<file path="config.mk">
export PLATFORM = sky130hd
export DESIGN_NAME = balance_pid_with_speed_loop_core
export DESIGN_NICKNAME = d
export VERILOG_FILES = /design/src/rtl/core/bpsl_pkg.sv /design/src/rtl/core/bpsl_datapath.sv /design/src/rtl/core/bpsl_ctrl.sv /design/src/rtl/core/balance_pid_with_speed_loop_core.sv
export SDC_FILE = /design/constraint.sdc
export NUM_CORES = 2
export LEC_CHECK = 0
export ABC_AREA = 1
export BUFFER_PORTS_ARGS = -buffer_cell sky130_fd_sc_hd__buf_2
export CAP_MARGIN = 15
export CORE_MARGIN = 3
export CORE_UTILIZATION = 25
export CTS_BUF_LIST = sky130_fd_sc_hd__clkbuf_8
export CTS_CLUSTER_DIAMETER = 120
export DETAILED_ROUTE_END_ITERATION = 6
export PLACE_DENSITY = 0.38
export SETUP_SLACK_MARGIN = 0.05
export SLEW_MARGIN = 25
export SYNTH_ARGS = -nofsm -noshare
export SYNTH_HDL_FRONTEND = slang
export SYNTH_HIERARCHICAL = 1
export SYNTH_SLANG_ARGS = --single-unit
export TNS_END_PERCENT = 5
</file>
<file path="constraint.sdc">
create_clock -name clk_i -period 9.4 [get_ports clk_i]
set_clock_uncertainty 0.2 [all_clocks]
set_input_delay 2.82 -clock clk_i [delete_from_list [all_inputs] [get_ports clk_i]]
set_output_delay 2.82 -clock clk_i [all_outputs]
set_load 0.005 [all_outputs]
</file>
<file path="src/rtl/core/bpsl_pkg.sv">
// Shared types and constants of the balance controller core.
`default_nettype none

package bpsl_pkg;

  // Configuration register indexes.
  typedef enum logic [2:0] {
    CFG_ANGLE_GAIN_P   = 3'd0,
    CFG_ANGLE_GAIN_I   = 3'd1,
    CFG_ANGLE_GAIN_D   = 3'd2,
    CFG_INTEGRAL_LIMIT = 3'd3,
    CFG_SPEED_GAIN_P   = 3'd4,
    CFG_SPEED_GAIN_I   = 3'd5
  } cfg_idx_e;

  // Multiplier operand A selection.
  typedef enum logic [2:0] {
    A_ANGLE_GAIN_I,
    A_SPEED_GAIN_I,
    A_ANGLE_GAIN_P,
    A_ANGLE_GAIN_D,
    A_SPEED_GAIN_P,
    A_PRODUCT,
    A_EFFORT_SUM
  } a_sel_e;

  // Multiplier operand B selection.
  typedef enum logic [2:0] {
    B_ANGLE_ERR_SUM,
    B_SPEED_ERR_SUM,
    B_TIME_STEP,
    B_ANGLE_ERR,
    B_RATE_ERR,
    B_SPEED_ERR
  } b_sel_e;

  // What the datapath does with the registered product this cycle.
  typedef enum logic [2:0] {
    OP_NONE,
    OP_ANGLE_INT,
    OP_SPEED_INT,
    OP_ACC_LOAD,
    OP_ACC_ADD,
    OP_EFFORT,
    OP_COMMAND
  } op_e;

  typedef struct packed {
    logic   load;
    logic   mul_en;
    a_sel_e a_sel;
    b_sel_e b_sel;
    op_e    op;
  } dp_cmd_t;

  localparam int unsigned CfgIdxW = 3;
  localparam int unsigned CfgDataW = 32;

endpackage

`default_nettype wire

</file>
<file path="src/rtl/core/bpsl_datapath.sv">
// Datapath of the balance controller: registers, shared multiplier and accumulators.
`default_nettype none

module bpsl_datapath
  import bpsl_pkg::*;
(
  input  wire logic                clk_i,
  input  wire logic                rst_ni,
  input  wire logic                cfg_we_i,
  input  wire logic [CfgIdxW-1:0]  cfg_index_i,
  input  wire logic [CfgDataW-1:0] cfg_data_i,
  input  wire dp_cmd_t             cmd_i,
  input  wire logic [15:0]         tilt_angle_i,
  input  wire logic [15:0]         tilt_rate_i,
  input  wire logic [15:0]         wheel_speed_i,
  input  wire logic [15:0]         time_step_i,
  output logic [31:0]              motor_command_o
);

  localparam logic signed [51:0] RndAngle = 52'sd1 <<< 20;
  localparam logic signed [51:0] RndCmd   = 52'sd1 <<< 16;
  localparam logic signed [39:0] SatMax   = 40'sh007FFFFFFF;
  localparam logic signed [39:0] SatMin   = -40'sh0080000000;

  function automatic logic [31:0] sat32(input logic signed [39:0] v);
    logic [31:0] r;
    if (v > SatMax) begin
      r = 32'h7FFF_FFFF;
    end else if (v < SatMin) begin
      r = 32'h8000_0000;
    end else begin
      r = v[31:0];
    end
    return r;
  endfunction

  // Configuration registers.
  logic [15:0] gain_ap_q, gain_ai_q, gain_ad_q, gain_sp_q, gain_si_q;
  logic [30:0] limit_q;

  // Latched tick inputs.
  logic [15:0] err_q, serr_q, dt_q;
  logic [16:0] derr_q;
  logic [15:0] err_d, serr_d;
  logic [16:0] derr_d;

  // Controller state of the model.
  logic [15:0] last_err_q, last_serr_q;
  logic [31:0] ang_int_q, spd_int_q, last_eff_q, eff_q, cmd_acc_q;
  logic [39:0] acc_q;
  logic signed [51:0] prod_q;

  logic signed [33:0] mul_a;
  logic signed [17:0] mul_b;
  logic signed [51:0] prod_d;
  logic [16:0] esum_a, esum_s;
  logic [32:0] esum_e;

  always_ff @(posedge clk_i or negedge rst_ni) begin
    if (!rst_ni) begin
      gain_ap_q <= '0;
      gain_ai_q <= '0;
      gain_ad_q <= '0;
      limit_q   <= '0;
      gain_sp_q <= '0;
      gain_si_q <= '0;
    end else if (cfg_we_i) begin
      case (cfg_index_i)
        CFG_ANGLE_GAIN_P:   gain_ap_q <= cfg_data_i[15:0];
        CFG_ANGLE_GAIN_I:   gain_ai_q <= cfg_data_i[15:0];
        CFG_ANGLE_GAIN_D:   gain_ad_q <= cfg_data_i[15:0];
        CFG_INTEGRAL_LIMIT: limit_q   <= cfg_data_i[30:0];
        CFG_SPEED_GAIN_P:   gain_sp_q <= cfg_data_i[15:0];
        CFG_SPEED_GAIN_I:   gain_si_q <= cfg_data_i[15:0];
        default: ;
      endcase
    end
  end

  // Errors are negated measurements; angle and speed saturate at full scale, rate widens.
  assign err_d  = (tilt_angle_i == 16'h8000) ? 16'h7FFF : 16'(-tilt_angle_i);
  assign serr_d = (wheel_speed_i == 16'h8000) ? 16'h7FFF : 16'(-wheel_speed_i);
  assign derr_d = 17'd0 - {tilt_rate_i[15], tilt_rate_i};

  always_ff @(posedge clk_i) begin
    if (cmd_i.load) begin
      err_q  <= err_d;
      serr_q <= serr_d;
      derr_q <= derr_d;
      dt_q   <= time_step_i;
    end
  end

  assign esum_a = {last_err_q[15], last_err_q} + {err_q[15], err_q};
  assign esum_s = {last_serr_q[15], last_serr_q} + {serr_q[15], serr_q};
  assign esum_e = {last_eff_q[31], last_eff_q} + {eff_q[31], eff_q};

  always_comb begin
    case (cmd_i.a_sel)
      A_ANGLE_GAIN_I: mul_a = {{18{gain_ai_q[15]}}, gain_ai_q};
      A_SPEED_GAIN_I: mul_a = {{18{gain_si_q[15]}}, gain_si_q};
      A_ANGLE_GAIN_P: mul_a = {{18{gain_ap_q[15]}}, gain_ap_q};
      A_ANGLE_GAIN_D: mul_a = {{18{gain_ad_q[15]}}, gain_ad_q};
      A_SPEED_GAIN_P: mul_a = {{18{gain_sp_q[15]}}, gain_sp_q};
      A_PRODUCT:      mul_a = prod_q[33:0];
      A_EFFORT_SUM:   mul_a = {esum_e[32], esum_e};
      default:        mul_a = '0;
    endcase
    case (cmd_i.b_sel)
      B_ANGLE_ERR_SUM: mul_b = {esum_a[16], esum_a};
      B_SPEED_ERR_SUM: mul_b = {esum_s[16], esum_s};
      B_TIME_STEP:     mul_b = {2'b00, dt_q};
      B_ANGLE_ERR:     mul_b = {{2{err_q[15]}}, err_q};
      B_RATE_ERR:      mul_b = {derr_q[16], derr_q};
      B_SPEED_ERR:     mul_b = {{2{serr_q[15]}}, serr_q};
      default:         mul_b = '0;
    endcase
  end

  assign prod_d = mul_a * mul_b;

  always_ff @(posedge clk_i) begin
    if (cmd_i.mul_en) begin
      prod_q <= prod_d;
    end
  end

  // Post-processing of the registered product.
  logic signed [51:0] rnd_a, rnd_c;
  logic [30:0] inc_a;
  logic [34:0] inc_c;
  logic signed [32:0] aint_sum, sint_sum, lim_pos, lim_neg;
  logic [31:0] aint_new;
  logic signed [39:0] eff_sum, cmd_sum;

  assign rnd_a    = prod_q + RndAngle;
  assign inc_a    = rnd_a[51:21];
  assign aint_sum = {ang_int_q[31], ang_int_q} + {{2{inc_a[30]}}, inc_a};
  assign sint_sum = {spd_int_q[31], spd_int_q} + {{2{inc_a[30]}}, inc_a};
  assign lim_pos  = {2'b00, limit_q};
  assign lim_neg  = 33'd0 - {2'b00, limit_q};

  // The limit never exceeds the 32-bit range, so clamping the unsaturated sum
  // gives the same result as saturating first.
  always_comb begin
    if (aint_sum > lim_pos) begin
      aint_new = lim_pos[31:0];
    end else if (aint_sum < lim_neg) begin
      aint_new = lim_neg[31:0];
    end else begin
      aint_new = aint_sum[31:0];
    end
  end

  assign eff_sum = acc_q + {{4{ang_int_q[31]}}, ang_int_q, 4'b0000}
                 + {{4{spd_int_q[31]}}, spd_int_q, 4'b0000} + 40'sd8;
  assign rnd_c   = prod_q + RndCmd;
  assign inc_c   = rnd_c[51:17];
  assign cmd_sum = {{8{cmd_acc_q[31]}}, cmd_acc_q} + {{5{inc_c[34]}}, inc_c};

  always_ff @(posedge clk_i or negedge rst_ni) begin
    if (!rst_ni) begin
      last_err_q  <= '0;
      last_serr_q <= '0;
      ang_int_q   <= '0;
      spd_int_q   <= '0;
      last_eff_q  <= '0;
      eff_q       <= '0;
      cmd_acc_q   <= '0;
      acc_q       <= '0;
    end else begin
      case (cmd_i.op)
        OP_ANGLE_INT: ang_int_q <= aint_new;
        OP_SPEED_INT: spd_int_q <= sat32({{7{sint_sum[32]}}, sint_sum});
        OP_ACC_LOAD:  acc_q <= prod_q[39:0];
        OP_ACC_ADD:   acc_q <= acc_q + prod_q[39:0];
        OP_EFFORT:    eff_q <= sat32({{4{eff_sum[39]}}, eff_sum[39:4]});
        OP_COMMAND: begin
          cmd_acc_q   <= sat32(cmd_sum);
          last_eff_q  <= eff_q;
          last_err_q  <= err_q;
          last_serr_q <= serr_q;
        end
        default: ;
      endcase
    end
  end

  assign motor_command_o = cmd_acc_q;

endmodule

`default_nettype wire

</file>
<file path="src/rtl/core/bpsl_ctrl.sv">
// Sequencing state machine of the balance controller.
`default_nettype none

module bpsl_ctrl
  import bpsl_pkg::*;
(
  input  wire logic clk_i,
  input  wire logic rst_ni,
  input  wire logic in_valid_i,
  output logic      in_ready_o,
  output logic      out_valid_o,
  input  wire logic out_ready_i,
  output dp_cmd_t   cmd_o
);

  typedef enum logic [3:0] {
    ST_IDLE,
    ST_ANG_GAIN,
    ST_ANG_DT,
    ST_SPD_GAIN,
    ST_SPD_DT,
    ST_P_TERM,
    ST_D_TERM,
    ST_SP_TERM,
    ST_SUM,
    ST_EFFORT,
    ST_CMD_DT,
    ST_CMD
  } state_e;

  state_e state_q, state_d;
  logic   out_valid_q, out_valid_d;
  logic   slot_free;

  assign slot_free  = !out_valid_q || out_ready_i;
  assign in_ready_o = (state_q == ST_IDLE);

  always_comb begin
    cmd_o       = '{load: 1'b0, mul_en: 1'b0, a_sel: A_PRODUCT,
                    b_sel: B_TIME_STEP, op: OP_NONE};
    state_d     = state_q;
    out_valid_d = out_valid_q && !out_ready_i;
    case (state_q)
      ST_IDLE: begin
        if (in_valid_i) begin
          cmd_o.load = 1'b1;
          state_d    = ST_ANG_GAIN;
        end
      end
      ST_ANG_GAIN: begin
        cmd_o.mul_en = 1'b1;
        cmd_o.a_sel  = A_ANGLE_GAIN_I;
        cmd_o.b_sel  = B_ANGLE_ERR_SUM;
        state_d      = ST_ANG_DT;
      end
      ST_ANG_DT: begin
        cmd_o.mul_en = 1'b1;
        state_d      = ST_SPD_GAIN;
      end
      ST_SPD_GAIN: begin
        cmd_o.mul_en = 1'b1;
        cmd_o.a_sel  = A_SPEED_GAIN_I;
        cmd_o.b_sel  = B_SPEED_ERR_SUM;
        cmd_o.op     = OP_ANGLE_INT;
        state_d      = ST_SPD_DT;
      end
      ST_SPD_DT: begin
        cmd_o.mul_en = 1'b1;
        state_d      = ST_P_TERM;
      end
      ST_P_TERM: begin
        cmd_o.mul_en = 1'b1;
        cmd_o.a_sel  = A_ANGLE_GAIN_P;
        cmd_o.b_sel  = B_ANGLE_ERR;
        cmd_o.op     = OP_SPEED_INT;
        state_d      = ST_D_TERM;
      end
      ST_D_TERM: begin
        cmd_o.mul_en = 1'b1;
        cmd_o.a_sel  = A_ANGLE_GAIN_D;
        cmd_o.b_sel  = B_RATE_ERR;
        cmd_o.op     = OP_ACC_LOAD;
        state_d      = ST_SP_TERM;
      end
      ST_SP_TERM: begin
        cmd_o.mul_en = 1'b1;
        cmd_o.a_sel  = A_SPEED_GAIN_P;
        cmd_o.b_sel  = B_SPEED_ERR;
        cmd_o.op     = OP_ACC_ADD;
        state_d      = ST_SUM;
      end
      ST_SUM: begin
        cmd_o.op = OP_ACC_ADD;
        state_d  = ST_EFFORT;
      end
      ST_EFFORT: begin
        cmd_o.op = OP_EFFORT;
        state_d  = ST_CMD_DT;
      end
      ST_CMD_DT: begin
        cmd_o.mul_en = 1'b1;
        cmd_o.a_sel  = A_EFFORT_SUM;
        state_d      = ST_CMD;
      end
      ST_CMD: begin
        // The command register is also the output register, so it only
        // moves once the previous word has left.
        if (slot_free) begin
          cmd_o.op    = OP_COMMAND;
          out_valid_d = 1'b1;
          state_d     = ST_IDLE;
        end
      end
      default: state_d = ST_IDLE;
    endcase
  end

  always_ff @(posedge clk_i or negedge rst_ni) begin
    if (!rst_ni) begin
      state_q     <= ST_IDLE;
      out_valid_q <= 1'b0;
    end else begin
      state_q     <= state_d;
      out_valid_q <= out_valid_d;
    end
  end

  assign out_valid_o = out_valid_q;

  a_accept_starts: assert property (@(posedge clk_i) disable iff (!rst_ni)
    (in_valid_i && in_ready_o) |=> (state_q == ST_ANG_GAIN))
    else $error("accepted word did not start the sequence");

  a_valid_after_cmd: assert property (@(posedge clk_i) disable iff (!rst_ni)
    $rose(out_valid_q) |-> $past(state_q == ST_CMD))
    else $error("result raised outside the command step");

  a_no_overwrite: assert property (@(posedge clk_i) disable iff (!rst_ni)
    (cmd_o.op == OP_COMMAND) |-> (!out_valid_q || out_ready_i))
    else $error("command updated while a result was still pending");

endmodule

`default_nettype wire

</file>
<file path="src/rtl/core/balance_pid_with_speed_loop_core.sv">
// Top level of the balance controller with PID angle loop and PI speed loop.
//
// Usage:
// The slave stream takes one word per control tick. Its tdata holds, from
// the lowest bit up, tilt_angle [15:0], tilt_rate [31:16], wheel_speed
// [47:32] and time_step [63:48]. The master stream returns one word per
// tick, the saturated motor command in Q15.16.
// Gains and the integral limit are written through the configuration
// channel (index plus data), which is always ready; writes to indexes past
// the last register are dropped. Writes are expected only while the core
// is idle.
// Operation: the core handles one tick at a time on a single shared
// 34x18 multiplier. The core returns to idle and can accept the next word
// in the same cycle in which the result becomes valid, once the final
// command step is no longer held by a waiting result.
// The command register doubles as the output register: a waiting result
// does not block acceptance of the next word, but the final command update
// of that next tick waits until the receiver has taken the old result.
// Reset clears all gains, the limit, the integrators and the command.
`default_nettype none

module balance_pid_with_speed_loop_core
  import bpsl_pkg::*;
(
  input  wire logic                clk_i,
  input  wire logic                rst_ni,
  // Configuration write channel.
  input  wire logic                cfg_valid_i,
  output logic                     cfg_ready_o,
  input  wire logic [CfgIdxW-1:0]  cfg_index_i,
  input  wire logic [CfgDataW-1:0] cfg_data_i,
  // Input stream.
  input  wire logic                s_axis_tvalid,
  output logic                     s_axis_tready,
  // tilt_angle[15:0], tilt_rate[31:16], wheel_speed[47:32], time_step[63:48]
  input  wire logic [63:0]         s_axis_tdata,
  // Output stream.
  output logic                     m_axis_tvalid,
  input  wire logic                m_axis_tready,
  // motor_command[31:0]
  output logic [31:0]              m_axis_tdata
);

  dp_cmd_t cmd;

  // Register writes never stall.
  assign cfg_ready_o = 1'b1;

  bpsl_ctrl u_ctrl (
    .clk_i       (clk_i),
    .rst_ni      (rst_ni),
    .in_valid_i  (s_axis_tvalid),
    .in_ready_o  (s_axis_tready),
    .out_valid_o (m_axis_tvalid),
    .out_ready_i (m_axis_tready),
    .cmd_o       (cmd)
  );

  bpsl_datapath u_datapath (
    .clk_i           (clk_i),
    .rst_ni          (rst_ni),
    .cfg_we_i        (cfg_valid_i),
    .cfg_index_i     (cfg_index_i),
    .cfg_data_i      (cfg_data_i),
    .cmd_i           (cmd),
    .tilt_angle_i    (s_axis_tdata[15:0]),
    .tilt_rate_i     (s_axis_tdata[31:16]),
    .wheel_speed_i   (s_axis_tdata[47:32]),
    .time_step_i     (s_axis_tdata[63:48]),
    .motor_command_o (m_axis_tdata)
  );

endmodule

`default_nettype wire
</file>
Word-level counts from Yosys, hierarchy flattened
Cells that the tools add are included.
{"block": "totals", "input_bits": 104, "regBits": 465}
{"block": "classes", "eq_ne": 37, "add_sub_neg": 16, "reduce_logical": 18, "multipliers": 1, "n_mux": 23, "n_lt_le_gt_ge": 8}
{"op": "2-to-1 mux 32 bit", "count": 8}
{"op": "one-hot mux 34 bit (7 select lines)", "count": 1}
{"op": "adder 40 bit", "count": 3}
{"op": "one-hot mux 18 bit (6 select lines)", "count": 1}
{"op": "one-hot mux 40 bit (2 select lines)", "count": 1}
{"op": "adder 32 x 31 -> 33 bit", "count": 2}
{"op": "adder 52 x 18 -> 52 bit (second input constant)", "count": 1}
{"op": "adder 52 x 22 -> 52 bit (second input constant)", "count": 1}
{"op": "multiplier 34 x 18 -> 52 bit", "count": 1}
{"op": "one-hot mux 4 bit (12 select lines)", "count": 1}
{"op": "adder 40 x 4 -> 40 bit (second input constant)", "count": 1}
{"op": "> comparator 40 x 32 -> 1 bit (second input constant)", "count": 1}
{"op": "< comparator 40 x 32 -> 1 bit (second input constant)", "count": 1}
{"op": "adder 32 x 35 -> 36 bit", "count": 1}
{"op": "> comparator 36 x 32 -> 1 bit (second input constant)", "count": 1}
{"op": "< comparator 36 x 32 -> 1 bit (second input constant)", "count": 1}
{"op": "one-hot mux 3 bit (6 select lines)", "count": 2}
{"op": "adder 16 x 16 -> 17 bit", "count": 2}
{"op": "adder 32 x 32 -> 33 bit", "count": 1}
{"op": "> comparator 33 x 32 -> 1 bit", "count": 1}
{"op": "> comparator 33 x 32 -> 1 bit (second input constant)", "count": 1}
{"op": "< comparator 33 x 32 -> 1 bit (second input constant)", "count": 1}
{"op": "< comparator 33 bit", "count": 1}
{"op": "== test 16 bit (second input constant)", "count": 2}
{"op": "other kinds (25)", "count": 66}

Longest topological paths before layout
{"block": "logic_depth", "depth_word": 6, "mapped_depth": 43, "mapped_depth_nobuf": 42}

Cells and area by module
The synthesis kept the hierarchy.
{"mod": "bpsl_datapath", "area_each_um2": 60937.2, "n_inst": 1, "seq_area_each_um2": 12096.6, "cells_each": 8319}
{"mod": "bpsl_ctrl", "area_each_um2": 372.9, "n_inst": 1, "seq_area_each_um2": 125.1, "cells_each": 59}
{"mod": "balance_pid_with_speed_loop_core", "area_each_um2": 11.3, "n_inst": 1, "seq_area_each_um2": 0.0, "cells_each": 2}

Worst setup path after synthesis
No wires, ideal clock.
{"block": "synth_path", "path_type": "reg-to-reg", "from": "register u_ctrl.state_q[0]", "to": "register u_datapath.prod_q[50], data pin", "path_slack_ns": 1.545, "stages_incl_launch_ff": 36, "required_ns": 8.936, "arrival_time_ns": 7.392, "period_less_slack_ns": 7.855, "n_path_buf": 1, "setup_ns": 0.264, "cell_sequence": "dfrtp_1 nand2_2 inv_1 nand2_1 nand2_1 o21bai_1 nor2_1 nand2_1 inv_2 a22o_1 nor2_1 inv_2 a21oi_1 nand2_1 buf_4 nand2_1 inv_1 fa_1 fa_1 ha_1 inv_1 fa_1 inv_1 fa_1 inv_1 fa_1 inv_1 ha_1 nand2_1 nor2_1 inv_1 nor4_1 nand3_1 nand3_1 a31oi_1 xor2_1"}
{"element": "start, declared", "line": "bpsl_ctrl.sv:31", "rtl": "state_e state_q, state_d;"}
{"element": "start signal, assigned", "line": "bpsl_ctrl.sv:123", "rtl": "state_q <= state_d;"}
{"element": "end signal, assigned", "line": "bpsl_datapath.sv:124", "rtl": "prod_q <= prod_d;"}
{"element": "end, declared", "line": "bpsl_datapath.sv:51", "rtl": "logic signed [51:0] prod_q;"}

==> results.json <==
{
  "slew_headroom_pct": 31.5,
  "crit_cells": 34,
  "outcome": "finished with violations",
  "area_growth_pct": 13.6,
  "cpMaxStageDelayCell": "fa_2",
  "setup-tns-final_ps": 0,
  "die_area_mm2": 0.251,
  "final_max_slew_viol_count": 0,
  "yosys_warnings": 6,
  "synthFlopType": "dfrtp_1",
  "gp_congestion": 0.913,
  "wl_per_cell_um": 20.5,
  "route.met2.wl_um": 118000,
  "critPathCaptureType": "flop",
  "drive_above_1_share_pct": 9.08,
  "path_max_fanout": 33,
  "globalRouteTotalUtil_pct": 19.5,
  "path_class": "reg2reg",
  "finalCritPeriodShare_pct": 93.9,
  "routed_wl_um": 245000,
  "initial_core_util_pct": 25.2,
  "critPathTopFamily": "adder cells",
  "vias": 54800,
  "grt_pass1_vias": 57600,
  "worstMarginPinSlew_ps": 1020,
  "drc": 2,
  "coreArea_mm2": 0.244,
  "fill_cells": 26900,
  "setup_viol": 0,
  "reg2reg_depth": 34,
  "drv_cap": 0,
  "hold_viol_final": 0,
  "synth_nets": 9544,
  "via_per_inst": 4.57,
  "worstHoldPathCells": 2,
  "die_y_um": 501,
  "grt_antenna_before_repair": 3,
  "grt_max_degree": 144,
  "crit_required_ps": 9720,
  "htree_levels": 3,
  "async_reset_ff_share_pct": 74.8,
  "syn_inst": 8380,
  "num_rows": 181,
  "yosysUniqueCellTypes": 72,
  "cp_data_arrival_time_ps": 9150,
  "avgSynthCellArea_um2": 7.32,
  "violations": "DRC",
  "critPathLaunchType": "flop",
  "clkLatencyLatePin_ps": 860,
  "port-buffer-count": 136,
  "post-cts-setup-buffers": 0,
  "clk_pin_slew_worst_paths_ps": 60,
  "nets": 9852,
  "ios": 139,
  "post-route-min-period_ps": 8830,
  "fmax_ghz": 0.113,
  "die_x_um": 501,
  "dpl.hpwl_um": 204000,
  "first_pass_iters": 7,
  "ys_seq_area_share_pct": 19.9,
  "rsz0062_at_grt": "true",
  "min_path_type": "reg2reg",
  "grt_pass1_wl_um": 370000,
  "met3_length_um": 8870,
  "drt_iter0_drc": 3642,
  "slowest_delay_ps": 650,
  "cts_tree": "done",
  "clk_path_buf_depth": 3,
  "clock_sinks": 465,
  "drtAntennaViolNets": 0,
  "wl_met1_um": 113000,
  "cts_buffers": 99,
  "synth.cell_area_mm2": 0.0613,
  "cts.root.buffer_cell": "clkbuf_8",
  "ys_seq_elements": 465,
  "path_buf_inv": 9,
  "grt-ovfl-total": 0,
  "routed.top_layer": "met5",
  "synth-edff-count": 117
}
## worst reg2reg max path, delay by kind of cell (launching register included)
family / cells / cell delay (ps)
adder cells (fa/ha/maj): 7 / 3720
buffers and inverters: 9 / 1560
AND/OR/NAND/NOR: 11 / 1390
AO/OA/AOI/OAI: 6 / 1130
flip-flops: 1 / 440
XOR/XNOR: 1 / 160
## kinds of logic (layout without fill, tap and decap cells)
kind of cell	Yosys count	after routing	share of synthesized area [%]
AOI/OAI and AO/OA	1202	1202	11.0
xor gates and xnor gates	273	273	3.91
and+or+nand+nor	3522	3522	23.8
DFF	465	465	19.9
buffers and inverters	1841	2232	11.7
adders and majority gates	1060	1060	29.3
muxes	16	16	0.284
other	1	3	0.00612
## state kept, by name, indices dropped and copies added, names as in the netlist, 17 cells and up
signal / cells
u_datapath/prod_q: 52
u_datapath/eff_q: 32
u_datapath/spd_int_q: 32
u_datapath/limit_q: 31
u_datapath/ang_int_q: 32
u_datapath/motor_command_o: 32
u_datapath/acc_q: 40
u_datapath/last_eff_q: 32
u_datapath/derr_q: 17
## path summary, 6_finish.rpt
path                                         start                       to  slack [ps]
hold reg to reg            u_datapath/gain_si_q[2]  u_datapath/gain_si_q[2]         280
min in group asynchronous                   rst_ni   u_datapath/limit_q[30]        1760
setup reg to reg                 u_ctrl/state_q[0]    u_datapath/prod_q[43]         570
hold / removal             u_datapath/gain_si_q[2]  u_datapath/gain_si_q[2]         280
setup / recovery                 u_ctrl/state_q[0]    u_datapath/prod_q[43]         570
max in group asynchronous                   rst_ni        u_ctrl/state_q[0]        5760
## placed cells by master, fill, tap and decap left out, types with 23 or more instances in the layout
cell type	instances
nand3_1	292
fa_1	627
nor3_1	89
nand2_1	2120
clkbuf_8	122
o21bai_1	39
inv_1	1621
buf_4	263
nor4_1	39
dfrtp_1	348
o21ai_0	433
or2_2	46
edfxtp_1	117
ha_1	431
nand4_1	65
nand3b_1	35
xnor2_1	91
nor2_2	33
nand2_2	28
a21oi_1	502
a31oi_1	39
nor2_1	719
xor2_1	181
buf_2	135
inv_2	32
o21a_1	23
## stage by stage
| stage | util (%) | hold slack, ps | area [µm²] | std cells | setup WS [ps] |
|---|---|---|---|---|---|
| detailed placement | 27.6 | 273 | 67300 | 11800 | 230 |
| global route | 28.6 | 299 | 69600 | 12000 | 28.5 |
| floorplan | - | 246 | 61300 | 8380 | 1540 |
| CTS | 28.5 | 287 | 69500 | 12000 | 227 |
| finish | 28.6 | 278 | 69600 | 12000 | 571 |
| global placement | 27.6 | 265 | 67300 | 11800 | 312 |
## what timing repair did
item	in CTS	in global routing
gates resized for setup	0	12
hold buffers	0	0
setup endpoints to repair	0	24
## per-layer routing
| metal | up-vias | track usage [%] |
|---|---|---|
| met2 | 1088 | 33.7 |
| met3 | 237 | 1.85 |
| met4 | 2 | 4.18 |
| li1 | 26800 | - |
| met1 | 26600 | 26.3 |
| met5 | - | 0 |
## cells in the mapped netlist (46+ instances only)
library cell | number | area (µm²)
or2_2 | 46 | 288
buf_2 | 82 | 410
nand2_1 | 2124 | 7970
nand3_1 | 296 | 1480
edfxtp_1 | 117 | 3510
inv_1 | 1605 | 6020
nand4_1 | 65 | 407
nor2_1 | 724 | 2720
nor3_1 | 92 | 460
clkbuf_1 | 91 | 342
dfrtp_1 | 348 | 8710
o21ai_0 | 434 | 2170
ha_1 | 431 | 5390
xor2_1 | 181 | 1590
a21oi_1 | 503 | 2520
fa_1 | 629 | 12600
xnor2_1 | 91 | 797
## cell type report
class | instances | area, µm² | share of cell area, %
multi-input cells | 6074 | 42100 | 60.4
clock inverters | 62 | 601 | 0.862
well taps | 3202 | 4010 | 5.75
flip-flops and latches | 465 | 12200 | 17.5
inverters | 1638 | 6160 | 8.84
clock buffers | 122 | 1680 | 2.41
diodes | 2 | 5.00 | 0.00719
repair buffers | 410 | 2890 | 4.15
Power is left out: the tool's default activity adds up to more than one toggle a clock period on the data nets, which glitch-free logic cannot reach.
